`src/hdl/assert_macros.svh`:
```
// ----------------------------------------------------------------------------
// assert_macros.svh
// Assertion wrappers shared by the RTL. Empty when SYNTH is defined.
// ----------------------------------------------------------------------------
`ifndef ASSERT_MACROS_SVH
`define ASSERT_MACROS_SVH

`ifndef SYNTH
`define ASSERT_CLKD(lbl, clk, rst, prop, msg) \
   lbl: assert property (@(posedge clk) disable iff (rst) prop) else $error(msg);
`define ASSERT_ALWAYS(lbl, clk, prop, msg) \
   lbl: assert property (@(posedge clk) prop) else $error(msg);
`else
`define ASSERT_CLKD(lbl, clk, rst, prop, msg)
`define ASSERT_ALWAYS(lbl, clk, prop, msg)
`endif

`endif

```
`src/hdl/spa_pkg.sv`:
```
// ----------------------------------------------------------------------------
// spa_pkg
// Types, constants and controller/datapath interface of the segment pool
// allocator.
// ----------------------------------------------------------------------------
package spa_pkg;

   localparam int MAX_SEGMENTS = 64;
   localparam int LEN_W        = 32;
   localparam int IDX_W        = $clog2(MAX_SEGMENTS);
   localparam int CNT_W        = $clog2(MAX_SEGMENTS + 1);
   localparam int ENT_W        = LEN_W + 1;
   localparam int CSR_IDX_W    = 1;

   localparam logic [LEN_W-1:0] POOL_SIZE_RST = 32'd65536;

   localparam logic [CSR_IDX_W-1:0] CSR_POOL_SIZE  = 1'd0;
   localparam logic [CSR_IDX_W-1:0] CSR_FIT_POLICY = 1'd1;

   localparam logic [1:0] MODE_ALLOC  = 2'd0;
   localparam logic [1:0] MODE_FREE   = 2'd1;
   localparam logic [1:0] MODE_REOPEN = 2'd2;

   localparam logic [2:0] ST_OK          = 3'd0;
   localparam logic [2:0] ST_NO_FIT      = 3'd1;
   localparam logic [2:0] ST_TABLE_FULL  = 3'd2;
   localparam logic [2:0] ST_BAD_OFFSET  = 3'd3;
   localparam logic [2:0] ST_OUTSTANDING = 3'd4;

   typedef struct packed {
      logic [1:0]  mode;
      logic [31:0] request_size;
      logic [31:0] free_offset;
   } req_type;

   typedef struct packed {
      logic [2:0]  status;
      logic [31:0] granted_offset;
      logic [6:0]  live_allocations;
      logic [31:0] bytes_allocated;
      logic [6:0]  free_gaps;
   } rsp_type;

   typedef enum logic [4:0] {
      FSM_INIT, FSM_IDLE, FSM_DISPATCH, FSM_SCAN_RD, FSM_SCAN_EV, FSM_ALLOC_DEC,
      FSM_SHUP_RD, FSM_SHUP_WR, FSM_SPLIT_TAIL, FSM_SPLIT_HEAD, FSM_NEXT_RD,
      FSM_NEXT_EV, FSM_FREE_APPLY, FSM_SHDN_RD, FSM_SHDN_WR, FSM_FREE_END,
      FSM_DONE
   } fsm_type;

   typedef enum logic [4:0] {
      OP_NONE, OP_REOPEN, OP_LOAD, OP_SCAN_RD, OP_SCAN_EV, OP_ALLOC_EXACT,
      OP_SHUP_SETUP, OP_SHUP_RD, OP_SHUP_WR, OP_SPLIT_TAIL, OP_SPLIT_HEAD,
      OP_NEXT_RD, OP_NEXT_EV, OP_FREE_APPLY, OP_SHDN_RD, OP_SHDN_WR,
      OP_FREE_END, OP_RESULT
   } op_type;

   typedef struct packed {
      op_type     op;
      logic       set_status;
      logic [2:0] code;
   } cmd_type;

   typedef struct packed {
      logic [1:0] mode;
      logic       req_zero;
      logic       addr_order;
      logic       scan_fit;
      logic       scan_hit;
      logic       scan_last;
      logic       found;
      logic       exact;
      logic       full;
      logic       pick_last;
      logic       up_done;
      logic       shift_none;
      logic       shdn_last;
      logic       has_alloc;
      logic       rsp_free;
   } sts_type;

endpackage

```
`src/hdl/spa_ram.sv`:
```
// ----------------------------------------------------------------------------
// spa_ram
// Simple dual-port RAM, one write port, one read port, registered read.
// ----------------------------------------------------------------------------
module spa_ram #(
   parameter int WIDTH = 8,
   parameter int DEPTH = 16
) (
   input  logic                     clock,
   input  logic                     we,
   input  logic [$clog2(DEPTH)-1:0] waddr,
   input  logic [WIDTH-1:0]         wdata,
   input  logic [$clog2(DEPTH)-1:0] raddr,
   output logic [WIDTH-1:0]         rdata
);

   logic [WIDTH-1:0] mem [DEPTH];
   logic [WIDTH-1:0] rdata_ff;

   always_ff @(posedge clock) begin
      if (we) begin
         mem[waddr] <= wdata;
      end
      rdata_ff <= mem[raddr];
   end

   assign rdata = rdata_ff;

endmodule

```
`src/hdl/spa_ctrl.sv`:
```
// ----------------------------------------------------------------------------
// spa_ctrl
// Sequencer: scans the segment table, then splits, marks or merges entries
// by issuing one datapath command per cycle, holding while a response waits.
// ----------------------------------------------------------------------------
module spa_ctrl (
   input  logic            clock,
   input  logic            reset,
   input  logic            req_valid,
   output logic            req_ready,
   input  spa_pkg::sts_type sts,
   output spa_pkg::cmd_type cmd
);
   import spa_pkg::*;

   fsm_type state_ff, state_in;

   always_ff @(posedge clock) begin
      if (reset) begin
         state_ff <= FSM_INIT;
      end else begin
         state_ff <= state_in;
      end
   end

   always_comb begin
      state_in = state_ff;
      case (state_ff)
         FSM_INIT:     state_in = FSM_IDLE;
         FSM_IDLE:     if (req_valid) state_in = FSM_DISPATCH;
         FSM_DISPATCH: begin
            case (sts.mode)
               MODE_ALLOC:  state_in = sts.req_zero ? FSM_DONE : FSM_SCAN_RD;
               MODE_FREE:   state_in = FSM_SCAN_RD;
               default:     state_in = FSM_DONE;
            endcase
         end
         FSM_SCAN_RD:  state_in = FSM_SCAN_EV;
         FSM_SCAN_EV: begin
            if (sts.mode == MODE_ALLOC) begin
               if ((sts.addr_order && sts.scan_fit) || sts.scan_last)
                  state_in = FSM_ALLOC_DEC;
               else
                  state_in = FSM_SCAN_RD;
            end else begin
               if (sts.scan_hit)
                  state_in = sts.scan_last ? FSM_FREE_APPLY : FSM_NEXT_RD;
               else if (sts.scan_last)
                  state_in = FSM_DONE;
               else
                  state_in = FSM_SCAN_RD;
            end
         end
         FSM_ALLOC_DEC: begin
            if (!sts.found || sts.exact || sts.full)
               state_in = FSM_DONE;
            else if (sts.pick_last)
               state_in = FSM_SPLIT_TAIL;
            else
               state_in = FSM_SHUP_RD;
         end
         FSM_SHUP_RD:    state_in = FSM_SHUP_WR;
         FSM_SHUP_WR:    state_in = sts.up_done ? FSM_SPLIT_TAIL : FSM_SHUP_RD;
         FSM_SPLIT_TAIL: state_in = FSM_SPLIT_HEAD;
         FSM_SPLIT_HEAD: state_in = FSM_DONE;
         FSM_NEXT_RD:    state_in = FSM_NEXT_EV;
         FSM_NEXT_EV:    state_in = FSM_FREE_APPLY;
         FSM_FREE_APPLY: state_in = sts.shift_none ? FSM_FREE_END : FSM_SHDN_RD;
         FSM_SHDN_RD:    state_in = FSM_SHDN_WR;
         FSM_SHDN_WR:    state_in = sts.shdn_last ? FSM_FREE_END : FSM_SHDN_RD;
         FSM_FREE_END:   state_in = FSM_DONE;
         FSM_DONE:       if (sts.rsp_free) state_in = FSM_IDLE;
         default:        state_in = FSM_INIT;
      endcase
   end

   always_comb begin
      cmd = '{op: OP_NONE, set_status: 1'b0, code: ST_OK};
      req_ready = 1'b0;
      case (state_ff)
         FSM_INIT: cmd.op = OP_REOPEN;
         FSM_IDLE: begin
            req_ready = 1'b1;
            if (req_valid) cmd.op = OP_LOAD;
         end
         FSM_DISPATCH: begin
            if (sts.mode == MODE_ALLOC && sts.req_zero) begin
               cmd.set_status = 1'b1;
               cmd.code       = ST_NO_FIT;
            end else if (sts.mode == MODE_REOPEN) begin
               if (sts.has_alloc) begin
                  cmd.set_status = 1'b1;
                  cmd.code       = ST_OUTSTANDING;
               end else begin
                  cmd.op = OP_REOPEN;
               end
            end
         end
         FSM_SCAN_RD: cmd.op = OP_SCAN_RD;
         FSM_SCAN_EV: begin
            cmd.op = OP_SCAN_EV;
            if (sts.mode != MODE_ALLOC && !sts.scan_hit && sts.scan_last) begin
               cmd.set_status = 1'b1;
               cmd.code       = ST_BAD_OFFSET;
            end
         end
         FSM_ALLOC_DEC: begin
            if (!sts.found) begin
               cmd.set_status = 1'b1;
               cmd.code       = ST_NO_FIT;
            end else if (sts.exact) begin
               cmd.op = OP_ALLOC_EXACT;
            end else if (sts.full) begin
               cmd.set_status = 1'b1;
               cmd.code       = ST_TABLE_FULL;
            end else begin
               cmd.op = OP_SHUP_SETUP;
            end
         end
         FSM_SHUP_RD:    cmd.op = OP_SHUP_RD;
         FSM_SHUP_WR:    cmd.op = OP_SHUP_WR;
         FSM_SPLIT_TAIL: cmd.op = OP_SPLIT_TAIL;
         FSM_SPLIT_HEAD: cmd.op = OP_SPLIT_HEAD;
         FSM_NEXT_RD:    cmd.op = OP_NEXT_RD;
         FSM_NEXT_EV:    cmd.op = OP_NEXT_EV;
         FSM_FREE_APPLY: cmd.op = OP_FREE_APPLY;
         FSM_SHDN_RD:    cmd.op = OP_SHDN_RD;
         FSM_SHDN_WR:    cmd.op = OP_SHDN_WR;
         FSM_FREE_END:   cmd.op = OP_FREE_END;
         FSM_DONE:       if (sts.rsp_free) cmd.op = OP_RESULT;
         default:        cmd.op = OP_NONE;
      endcase
   end

endmodule

```
`src/hdl/spa_dp.sv`:
```
// ----------------------------------------------------------------------------
// spa_dp
// Segment table, scan registers, counters, config registers and the
// response register of the allocator.
// ----------------------------------------------------------------------------
`include "assert_macros.svh"

module spa_dp (
   input  logic                            clock,
   input  logic                            reset,
   input  spa_pkg::req_type                req_data,
   output spa_pkg::rsp_type                rsp_data,
   output logic                            rsp_valid,
   input  logic                            rsp_ready,
   input  logic                            csr_we,
   input  logic [spa_pkg::CSR_IDX_W-1:0]   csr_index,
   input  logic [spa_pkg::LEN_W-1:0]       csr_wdata,
   input  spa_pkg::cmd_type                cmd,
   output spa_pkg::sts_type                sts
);
   import spa_pkg::*;

   logic [LEN_W-1:0] pool_ff, pool_in;
   logic             policy_ff, policy_in;
   logic [1:0]       mode_ff, mode_in;
   logic [LEN_W-1:0] size_ff, size_in, offset_ff, offset_in;
   logic [IDX_W-1:0] idx_ff, idx_in, pick_ff, pick_in, hit_ff, hit_in;
   logic [IDX_W-1:0] ptr_ff, ptr_in, dst_ff, dst_in;
   logic [CNT_W-1:0] src_ff, src_in;
   logic [LEN_W-1:0] start_ff, start_in, pick_len_ff, pick_len_in;
   logic [LEN_W-1:0] pick_start_ff, pick_start_in, hit_len_ff, hit_len_in;
   logic [LEN_W-1:0] mrg_len_ff, mrg_len_in, prev_len_ff, prev_len_in;
   logic             found_ff, found_in, prev_free_ff, prev_free_in;
   logic             next_free_ff, next_free_in;
   logic [CNT_W-1:0] seg_cnt_ff, seg_cnt_in, alloc_ff, alloc_in, gap_ff, gap_in;
   logic [LEN_W-1:0] total_ff, total_in, granted_ff, granted_in;
   logic [2:0]       status_ff, status_in;
   rsp_type          rsp_ff, rsp_in;
   logic             rsp_valid_ff, rsp_valid_in;

   logic             ram_we;
   logic [IDX_W-1:0] ram_waddr, ram_raddr;
   logic [ENT_W-1:0] ram_wdata, ram_rdata;
   logic [LEN_W-1:0] rd_len;
   logic             rd_taken;
   logic [CNT_W-1:0] cnt_m1, merge_k, src_new;

   spa_ram #(.WIDTH(ENT_W), .DEPTH(MAX_SEGMENTS)) u_table (
      .clock (clock),
      .we    (ram_we),
      .waddr (ram_waddr),
      .wdata (ram_wdata),
      .raddr (ram_raddr),
      .rdata (ram_rdata)
   );

   assign rd_len   = ram_rdata[LEN_W-1:0];
   assign rd_taken = ram_rdata[LEN_W];
   assign cnt_m1   = seg_cnt_ff - CNT_W'(1);
   assign merge_k  = CNT_W'(prev_free_ff) + CNT_W'(next_free_ff);
   assign src_new  = CNT_W'(hit_ff) + CNT_W'(1) + CNT_W'(next_free_ff);

   always_comb begin
      sts.mode       = mode_ff;
      sts.req_zero   = (size_ff == '0);
      sts.addr_order = !policy_ff;
      sts.scan_fit   = !rd_taken && (rd_len >= size_ff);
      sts.scan_hit   = rd_taken && (start_ff == offset_ff);
      sts.scan_last  = ({1'b0, idx_ff} == cnt_m1);
      sts.found      = found_ff;
      sts.exact      = (pick_len_ff == size_ff);
      sts.full       = (seg_cnt_ff >= CNT_W'(MAX_SEGMENTS));
      sts.pick_last  = ({1'b0, pick_ff} == cnt_m1);
      sts.up_done    = (ptr_ff == pick_ff + IDX_W'(1));
      sts.shift_none = (merge_k == '0) || (src_new >= seg_cnt_ff);
      sts.shdn_last  = (src_ff == cnt_m1);
      sts.has_alloc  = (alloc_ff != '0);
      sts.rsp_free   = !rsp_valid_ff || rsp_ready;
   end

   always_comb begin
      ram_raddr = idx_ff;
      case (cmd.op)
         OP_SHUP_RD: ram_raddr = ptr_ff;
         OP_NEXT_RD: ram_raddr = hit_ff + IDX_W'(1);
         OP_SHDN_RD: ram_raddr = src_ff[IDX_W-1:0];
         default:    ram_raddr = idx_ff;
      endcase
   end

   always_comb begin
      pool_in       = pool_ff;
      policy_in     = policy_ff;
      mode_in       = mode_ff;
      size_in       = size_ff;
      offset_in     = offset_ff;
      idx_in        = idx_ff;
      pick_in       = pick_ff;
      hit_in        = hit_ff;
      ptr_in        = ptr_ff;
      dst_in        = dst_ff;
      src_in        = src_ff;
      start_in      = start_ff;
      pick_len_in   = pick_len_ff;
      pick_start_in = pick_start_ff;
      hit_len_in    = hit_len_ff;
      mrg_len_in    = mrg_len_ff;
      prev_len_in   = prev_len_ff;
      found_in      = found_ff;
      prev_free_in  = prev_free_ff;
      next_free_in  = next_free_ff;
      seg_cnt_in    = seg_cnt_ff;
      alloc_in      = alloc_ff;
      gap_in        = gap_ff;
      total_in      = total_ff;
      granted_in    = granted_ff;
      status_in     = status_ff;
      rsp_in        = rsp_ff;
      rsp_valid_in  = rsp_valid_ff && !rsp_ready;
      ram_we        = 1'b0;
      ram_waddr     = pick_ff;
      ram_wdata     = ram_rdata;

      if (csr_we) begin
         case (csr_index)
            CSR_POOL_SIZE:  pool_in   = csr_wdata;
            CSR_FIT_POLICY: policy_in = csr_wdata[0];
            default:        pool_in   = pool_ff;
         endcase
      end

      if (cmd.set_status) status_in = cmd.code;

      case (cmd.op)
         OP_REOPEN: begin
            ram_we     = 1'b1;
            ram_waddr  = '0;
            ram_wdata  = {1'b0, pool_ff};
            seg_cnt_in = CNT_W'(1);
            alloc_in   = '0;
            gap_in     = CNT_W'(1);
            total_in   = '0;
         end
         OP_LOAD: begin
            mode_in      = req_data.mode;
            size_in      = req_data.request_size;
            offset_in    = req_data.free_offset;
            idx_in       = '0;
            start_in     = '0;
            found_in     = 1'b0;
            prev_free_in = 1'b0;
            next_free_in = 1'b0;
            status_in    = ST_OK;
            granted_in   = '0;
         end
         OP_SCAN_EV: begin
            start_in = start_ff + rd_len;
            idx_in   = idx_ff + IDX_W'(1);
            if (mode_ff == MODE_ALLOC) begin
               if (sts.scan_fit && (!found_ff || (policy_ff && rd_len < pick_len_ff))) begin
                  found_in      = 1'b1;
                  pick_in       = idx_ff;
                  pick_len_in   = rd_len;
                  pick_start_in = start_ff;
               end
            end else if (sts.scan_hit) begin
               hit_in     = idx_ff;
               hit_len_in = rd_len;
               mrg_len_in = rd_len;
            end else begin
               prev_free_in = !rd_taken;
               prev_len_in  = rd_len;
            end
         end
         OP_ALLOC_EXACT: begin
            ram_we     = 1'b1;
            ram_waddr  = pick_ff;
            ram_wdata  = {1'b1, pick_len_ff};
            gap_in     = gap_ff - CNT_W'(1);
            alloc_in   = alloc_ff + CNT_W'(1);
            total_in   = total_ff + size_ff;
            granted_in = pick_start_ff;
         end
         OP_SHUP_SETUP: ptr_in = cnt_m1[IDX_W-1:0];
         OP_SHUP_WR: begin
            ram_we    = 1'b1;
            ram_waddr = ptr_ff + IDX_W'(1);
            ram_wdata = ram_rdata;
            ptr_in    = ptr_ff - IDX_W'(1);
         end
         OP_SPLIT_TAIL: begin
            ram_we    = 1'b1;
            ram_waddr = pick_ff + IDX_W'(1);
            ram_wdata = {1'b0, pick_len_ff - size_ff};
         end
         OP_SPLIT_HEAD: begin
            ram_we     = 1'b1;
            ram_waddr  = pick_ff;
            ram_wdata  = {1'b1, size_ff};
            seg_cnt_in = seg_cnt_ff + CNT_W'(1);
            alloc_in   = alloc_ff + CNT_W'(1);
            total_in   = total_ff + size_ff;
            granted_in = pick_start_ff;
         end
         OP_NEXT_EV: begin
            next_free_in = !rd_taken;
            if (!rd_taken) mrg_len_in = mrg_len_ff + rd_len;
         end
         OP_FREE_APPLY: begin
            ram_we   = 1'b1;
            if (prev_free_ff) begin
               ram_waddr = hit_ff - IDX_W'(1);
               ram_wdata = {1'b0, prev_len_ff + mrg_len_ff};
            end else begin
               ram_waddr = hit_ff;
               ram_wdata = {1'b0, mrg_len_ff};
            end
            src_in   = src_new;
            dst_in   = IDX_W'(src_new - merge_k);
            alloc_in = alloc_ff - CNT_W'(1);
            total_in = total_ff - hit_len_ff;
            gap_in   = gap_ff + CNT_W'(1) - merge_k;
         end
         OP_SHDN_WR: begin
            ram_we    = 1'b1;
            ram_waddr = dst_ff;
            ram_wdata = ram_rdata;
            src_in    = src_ff + CNT_W'(1);
            dst_in    = dst_ff + IDX_W'(1);
         end
         OP_FREE_END: seg_cnt_in = seg_cnt_ff - merge_k;
         OP_RESULT: begin
            rsp_in.status           = status_ff;
            rsp_in.granted_offset   = granted_ff;
            rsp_in.live_allocations = 7'(alloc_ff);
            rsp_in.bytes_allocated  = total_ff;
            rsp_in.free_gaps        = 7'(gap_ff);
            rsp_valid_in            = 1'b1;
         end
         default: begin
            rsp_in = rsp_ff;
         end
      endcase
   end

   always_ff @(posedge clock) begin
      if (reset) begin
         pool_ff      <= POOL_SIZE_RST;
         policy_ff    <= 1'b0;
         seg_cnt_ff   <= CNT_W'(1);
         alloc_ff     <= '0;
         gap_ff       <= CNT_W'(1);
         total_ff     <= '0;
         rsp_valid_ff <= 1'b0;
      end else begin
         pool_ff      <= pool_in;
         policy_ff    <= policy_in;
         seg_cnt_ff   <= seg_cnt_in;
         alloc_ff     <= alloc_in;
         gap_ff       <= gap_in;
         total_ff     <= total_in;
         rsp_valid_ff <= rsp_valid_in;
      end
   end

   always_ff @(posedge clock) begin
      mode_ff       <= mode_in;
      size_ff       <= size_in;
      offset_ff     <= offset_in;
      idx_ff        <= idx_in;
      pick_ff       <= pick_in;
      hit_ff        <= hit_in;
      ptr_ff        <= ptr_in;
      dst_ff        <= dst_in;
      src_ff        <= src_in;
      start_ff      <= start_in;
      pick_len_ff   <= pick_len_in;
      pick_start_ff <= pick_start_in;
      hit_len_ff    <= hit_len_in;
      mrg_len_ff    <= mrg_len_in;
      prev_len_ff   <= prev_len_in;
      found_ff      <= found_in;
      prev_free_ff  <= prev_free_in;
      next_free_ff  <= next_free_in;
      granted_ff    <= granted_in;
      status_ff     <= status_in;
      rsp_ff        <= rsp_in;
   end

   assign rsp_data  = rsp_ff;
   assign rsp_valid = rsp_valid_ff;

   `ASSERT_CLKD(a_seg_cnt_range, clock, reset, (seg_cnt_ff != '0) && (seg_cnt_ff <= CNT_W'(MAX_SEGMENTS)), "segment count out of range")
   `ASSERT_CLKD(a_table_consistent, clock, reset, (cmd.op == OP_RESULT) |-> (alloc_ff + gap_ff == seg_cnt_ff), "free plus taken segments differ from table size")
   `ASSERT_CLKD(a_total_zero, clock, reset, (alloc_ff == '0) |-> (total_ff == '0), "bytes allocated with no live allocation")

endmodule

```
`src/hdl/segment_pool_allocator.sv`:
```
// A scan reads the table entries in order; an allocation that splits a segment
// shifts later entries up, and a free that merges neighbors shifts them down.
// One item is processed at a time; the table RAM's single read port and its
// registered read set the read/evaluate step. A finished beat waits in the output register.
// Reset: synchronous, active high; after reset the INIT state writes table entry 0.
// ----------------------------------------------------------------------------
// segment_pool_allocator
// First-fit / best-fit segment allocator with neighbor coalescing.
// ----------------------------------------------------------------------------
module segment_pool_allocator (
   input  logic                          clock,
   input  logic                          reset,
   input  logic                          req_valid,
   output logic                          req_ready,
   input  spa_pkg::req_type              req_data,
   output logic                          rsp_valid,
   input  logic                          rsp_ready,
   output spa_pkg::rsp_type              rsp_data,
   input  logic                          csr_we,
   input  logic [spa_pkg::CSR_IDX_W-1:0] csr_index,
   input  logic [spa_pkg::LEN_W-1:0]     csr_wdata
);
   import spa_pkg::*;

   cmd_type cmd;
   sts_type sts;

   spa_ctrl u_ctrl (
      .clock     (clock),
      .reset     (reset),
      .req_valid (req_valid),
      .req_ready (req_ready),
      .sts       (sts),
      .cmd       (cmd)
   );

   spa_dp u_dp (
      .clock     (clock),
      .reset     (reset),
      .req_data  (req_data),
      .rsp_data  (rsp_data),
      .rsp_valid (rsp_valid),
      .rsp_ready (rsp_ready),
      .csr_we    (csr_we),
      .csr_index (csr_index),
      .csr_wdata (csr_wdata),
      .cmd       (cmd),
      .sts       (sts)
   );

endmodule

```
`config.mk`:
```
export PLATFORM = sky130hd
export DESIGN_NAME = segment_pool_allocator
export DESIGN_NICKNAME = d
export VERILOG_FILES = /design/src/hdl/spa_pkg.sv /design/src/hdl/spa_ram.sv /design/src/hdl/spa_ctrl.sv /design/src/hdl/spa_dp.sv /design/src/hdl/segment_pool_allocator.sv
export VERILOG_INCLUDE_DIRS = /design/src /design/src/hdl
export SDC_FILE = /design/constraint.sdc
export NUM_CORES = 2
export LEC_CHECK = 0
export BUFFER_PORTS_ARGS = -buffer_cell sky130_fd_sc_hd__buf_2
export CAP_MARGIN = 20
export CORE_MARGIN = 8
export CORE_UTILIZATION = 40
export DETAILED_ROUTE_END_ITERATION = 6
export GPL_TIMING_DRIVEN = 0
export HOLD_SLACK_MARGIN = 0.02
export SLEW_MARGIN = 5
export SYNTH_ARGS = -nofsm -noshare
export SYNTH_HDL_FRONTEND = slang
export SYNTH_HIERARCHICAL = 1
export SYNTH_SLANG_ARGS = --single-unit
```
`constraint.sdc`:
```
create_clock -name clock -period 8.15 [get_ports clock]
set_input_delay 1.63 -clock clock [delete_from_list [all_inputs] [get_ports clock]]
set_output_delay 1.63 -clock clock [all_outputs]
set_load 0.01 [all_outputs]
```
### Yosys cells after proc, flatten, opt, wreduce, memory -nomap -nowiden

Memories as Yosys holds them, arrays and structs flattened. A register that Yosys moved wholly into a read port is not among the register bits.
Index checks and enable logic that the tools add are counted.

| cells by class | value |
|---|---|
| equality and inequality tests | 48 |
| add/sub/neg operators | 26 |
| mux-type cells | 62 |
| reduce and logical (&&, ||, !) cells | 48 |
| $lt $le $gt $ge | 4 |
| bitwise logic cells | 3 |

Operator list:

| cell | count |
|---|---|
| 32-bit one-hot mux with 2 select lines | 3 |
| 33-bit one-hot mux with 5 select lines | 1 |
| 32-bit adder | 4 |
| 32-bit 2-to-1 mux | 4 |
| 32-bit one-hot mux with 3 select lines | 1 |
| 5-bit one-hot mux with 17 select lines | 1 |
| 5-bit by 4-bit equality test with 1-bit output, second input constant | 16 |
| 5-bit one-hot mux with 16 select lines | 1 |
| 32-bit equality test | 2 |
| 32-bit subtractor | 2 |
| 7-bit one-hot mux with 3 select lines | 3 |
| 5-bit 2-to-1 mux | 12 |
| 5-bit by 3-bit equality test with 1-bit output, second input constant | 8 |
| 6-bit one-hot mux with 2 select lines | 3 |
| 32-bit >= comparator | 1 |
| 32-bit zero test | 1 |
| 32-bit < comparator | 1 |
| 4-bit 2-to-1 mux | 8 |
| 6-bit by 1-bit adder with 6-bit output, second input constant | 5 |
| 6-bit one-hot mux with 5 select lines | 1 |
| 7-bit by 1-bit adder with 7-bit output, second input constant | 4 |
| 7-bit by 1-bit subtractor with 7-bit output, second input constant | 3 |
| 6-bit one-hot mux with 3 select lines | 1 |
| 5-bit by 2-bit equality test with 1-bit output, second input constant | 3 |
| 40 further kinds | 102 |

| word-level totals | value |
|---|---|
| input port bits | 104 |
| memories | 1 |
| RAM bits | 2,112 |
| word-level logic and storage cells | 225 |
| output and inout bits | 83 |
| register bits | 506 |

Memories:

| memory | words | bits a word | rd ports | clocked after memory_dff | write ports | line | RTL |
|---|---|---|---|---|---|---|---|
| u_dp.u_table.mem | 64 | 33 | 1 | 1 | 1 | spa_ram.sv:17 | `logic [WIDTH-1:0] mem [DEPTH];` |

### Depth between registers and ports, before layout

| depth | value |
|---|---|
| depth after elaboration | 10 |
| depth in mapped cells | 31 |
| mapped depth without buffers | 29 |

### Cells and area by module

The synthesis kept the hierarchy.

By module, submodules not included:

| module | times used | cells an instance | seq. area each (µm²) | area each (µm²) |
|---|---|---|---|---|
| spa_ram | 1 | 3,495 | 64,081.5 | 81,137.8 |
| spa_dp | 1 | 3,002 | 14,143.6 | 30,666.9 |
| spa_ctrl | 1 | 116 | 100.1 | 820.8 |

### Worst setup path after synthesis

No wires, ideal clock.

| timing path | value |
|---|---|
| kind | input-to-reg |
| start point | input req_valid |
| end point | memory u_dp/u_table/mem[0][3] (netlist name) (data pin) |
| slack | -0.285 ns |
| stages | 10 |
| setup time | 1.008 ns |
| path buffers | 3 |
| data arrival time | 7.426 ns |
| required time | 7.142 ns |
| path through | o22a_1 nor2_1 a21oi_1 a32o_1 clkbuf_1 nor3_1 nand3_1 clkbuf_1 buf_1 o311ai_0 |

RTL lines:

| what | line | RTL |
|---|---|---|
| from (decl) | segment_pool_allocator.sv:13 | `input logic req_valid,` |
| to (decl) | spa_ram.sv:17 |  |

==> impl_metrics.ini <==
[final_layout]
drive_above_1_share_pct = 23.4
final_cell_count_no_fill = 11333
seq_area_sq_um = 78300
area_delta_synth_final_pct = 18.9
nets = 7743
fin_area_sq_um = 134000
multiInputGateArea_sq_um = 33500
fill_cells = 23526

[die]
die_area_sq_um = 299000
dieHeight_um = 547
core_sq_um = 281000
row_count = 195
io_pins = 187
start_util_pct = 40.1
die_w_um = 547

[worst_setup_path]
rrSetupSlack_ps = 80
crit_path_end_kind = flip-flop
cp_cell_sequence = inv_1 > ha_1 > clkbuf_1 > nand2_1 > nor3_2 > nand2_1 > nor4_4 > buf_4 > buf_4 > nor3_1 > a32o_1 > clkbuf_1 > nor3_1 > nand3_1 > clkbuf_1 > clkbuf_2 > clkbuf_1 > o211ai_1 > clkbuf_1 > nand4_1 > nor3_4 > buf_4 > buf_6
slowest_stage = nor3_4
crit_type = flip-flop to flip-flop
cp.required_ps = 8710
cp.depth = 23
critical_path_buf_inv_count = 11
cpLargestDelayFamily = buffers and inverters
r2r-start = u_dp/size_ff[23]
timing.rr.end = u_dp/u_table/mem[33][23]
critical_path_arrival_ps = 8630
r2r_cells = 23
start_kind = flip-flop
slowest_delay_ps = 720
path_common_cell = clkbuf_1
worstPathMaxFanout = 10

[worst_hold_path]
min_path_type = flip-flop to flip-flop
hold_end = u_dp/rsp_data[62]
hold_start = u_dp/granted_ff[16]
hold_depth = 0

[yosys]
ys.flop_type = edfxtp_1
syn_avg_cell_area_sq_um = 17.0
synth_warnings = 6
yosysUniqueCellTypes = 100
yosys-top-cells-count = edfxtp_1, mux4_2, nand2_1, nor2_1, a21oi_1
synth_seq_cells = 2651
syn-instance-count = 6613
synth_area_leaders = edfxtp_1, mux4_2, ha_1
yosysSeqAreaShare_pct = 69.5
yosysMostFrequentCell = edfxtp_1
yosys.area.top_type = edfxtp_1
synth_nets = 6989
synth_top_area_share_pct = 67.3
syn_area_sq_um = 113000
synth-async-reset-ratio_pct = 0
synth-edff-count = 2523

[route]
wl_per_cell_um = 32.6
top_layer = met5
dr_wl_met2_um = 167000
first_pass_iters = 7
vias_per_cell = 6.00
drt-initial-drc-count = 8892
num_vias = 68034
wl_met1_um = 141000
ant_nets = 0
drc = 15
wirelength_um = 370000
met3_length_um = 37300

[sta]
setup_viol = 0
grt_setup_unrepaired = yes
min_period_over_period_pct = 99.0
maxSlewHeadroom_pct = 24.7
clock_skew_ps = 82.4
fin_crit_ps = 8070
clock.fmax_ghz = 0.124
hold_viol_final = 0
maxSlewViolCount = 0
tightest_slew_ps = 1130

[grt]
grt_max_degree = 79
antenna_found_initial = 15
overflow = 0
grt_pass1_vias = 66425
grt_usage_pct = 23.8
grt_pass1_wl_um = 509000

[placement]
placedCellCount = 10747
post-dp-hpwl_um = 260000
io_buffers = 186
place_area_sq_um = 123000
gp_congestion = 0.944

[clocking]
cts_root_buffer = clkbuf_16
clk_latency_ps = 880
cts.clk_slew.worst_paths_ps = 60
clk_path_buf_depth = 4
cts_sinks = 2651
cts_tree = done
htree_levels = 5
numCtsBuffers = 285

[power_and_ir_drop]
powerDensity_nw_per_um2 = 290
peakVddDrop_mv = 0.218
finalPower_uw = 38900
leakage_uw = 0.0447

[outcome]
violations = DRC
outcome = finished with violations

[flow_run]
drv_cap = 0
[through the flow]
step                      hold slack, ps  worst slack [ps]  util, %  TNS (ps)
after detailed placement             405             -2180     43.9  -1778660
after CTS                            417              -132     47.4     -1940
after floorplan                      400              1070        -         0
after global placement               404             -6230     42.1         -
after global routing                 421              -109     47.6     -4490
final                                414              78.4     47.6         0
[layout by cell type (no fill, tap or decap), types with 29 or more instances in the layout]
| master | instances |
|---|---|
| a211oi_1 | 35 |
| nor3_1 | 55 |
| and2_1 | 49 |
| o21ai_0 | 169 |
| nor2_4 | 68 |
| nand2b_1 | 61 |
| nand2_1 | 370 |
| clkbuf_1 | 187 |
| buf_4 | 95 |
| nor2_1 | 291 |
| a22oi_1 | 40 |
| clkbuf_16 | 298 |
| dfxtp_1 | 128 |
| clkinv_1 | 48 |
| clkbuf_2 | 35 |
| o22ai_1 | 83 |
| nand4_1 | 40 |
| xnor2_1 | 175 |
| xor2_1 | 96 |
| nand3_1 | 69 |
| buf_2 | 243 |
| a21o_1 | 85 |
| a31oi_1 | 40 |
| a222oi_1 | 31 |
| buf_6 | 43 |
| nor2b_1 | 53 |
| clkinv_2 | 32 |
| edfxtp_1 | 2523 |
| ha_1 | 263 |
| inv_1 | 127 |
| a21oi_1 | 309 |
| mux2i_1 | 111 |
| buf_16 | 61 |
| buf_12 | 125 |
| o221ai_1 | 29 |
| mux4_2 | 539 |
[cell families after synthesis]
family	Yosys count	synth area share (%)
flops	2651	69.5
compound gates	1111	6.46
fa+ha+maj	272	3.08
simple gates	1211	5.08
mux	666	11.9
buf+inv	431	1.79
xor+xnor	271	2.11
[layout make-up]
type | count | area share [%]
Antenna cell | 8 | 0.0149
Buffer | 293 | 1.19
Clock buffer | 369 | 5.84
Clock inverter | 133 | 1.10
Inverter | 133 | 0.379
Multi-Input combinational cell | 3531 | 25.0
Sequential cell | 2651 | 58.5
Tap cell | 3743 | 3.50
Timing Repair Buffer | 472 | 4.49
[flip-flops by register name, indices dropped and copies added (netlist names), 7 cells and up]
signal and flops:
u_dp/start_ff 32, u_dp/u_table/mem 2112, u_dp/pick_len_ff 32, u_dp/prev_len_ff 32, u_dp/u_table/rdata 33, u_dp/alloc_ff 7, u_dp/mrg_len_ff 32, u_dp/src_ff 7
u_dp/total_ff 32, u_dp/size_ff 32, u_dp/pick_start_ff 32, u_dp/offset_ff 32, u_dp/seg_cnt_ff 7, u_dp/pool_ff 32, u_dp/rsp_data 81, u_dp/hit_len_ff 32
u_dp/gap_ff 7, u_dp/granted_ff 32
[power by group]
part | internal, uW | total, uW | switching, uW | leakage, uW
registers | 17500 | 18100 | 620 | 0.0241
clock network | 7670 | 13000 | 5340 | 0.00451
logic | 2450 | 7770 | 5320 | 0.0160
total | 27600 | 38900 | 11300 | 0.0447
[routing by layer]
layer  up-vias  GRT usage (%)
li1      28095              -
met1     35005           31.0
met2      4007           37.6
met3       915           5.20
met4        12           12.4
met5         -              0
[timing repair]
action	4_1_cts	5_1_grt
resized for setup	44	116
setup buffers	34	45
hold buffers	0	0
endpoints found under the setup margin	2179	1774
pin swaps	15	18
[how the worst max path moves through the flow]
stage / start / slack, ps / endpoint
after floorplan: rsp_ready / 1070 / u_dp/u_table/mem[32][0]
after global placement: u_dp/size_ff[23] / -6230 / u_dp/u_table/mem[40][22]
after detailed placement: u_dp/size_ff[23] / -2180 / u_dp/total_ff[30]
after CTS: u_dp/size_ff[23] / -130 / u_dp/total_ff[30]
after global routing: u_dp/size_ff[23] / -110 / u_dp/u_table/mem[18][20]
final: u_dp/size_ff[23] / 80 / u_dp/u_table/mem[33][23]
Power figures use the tool's default switching activity.
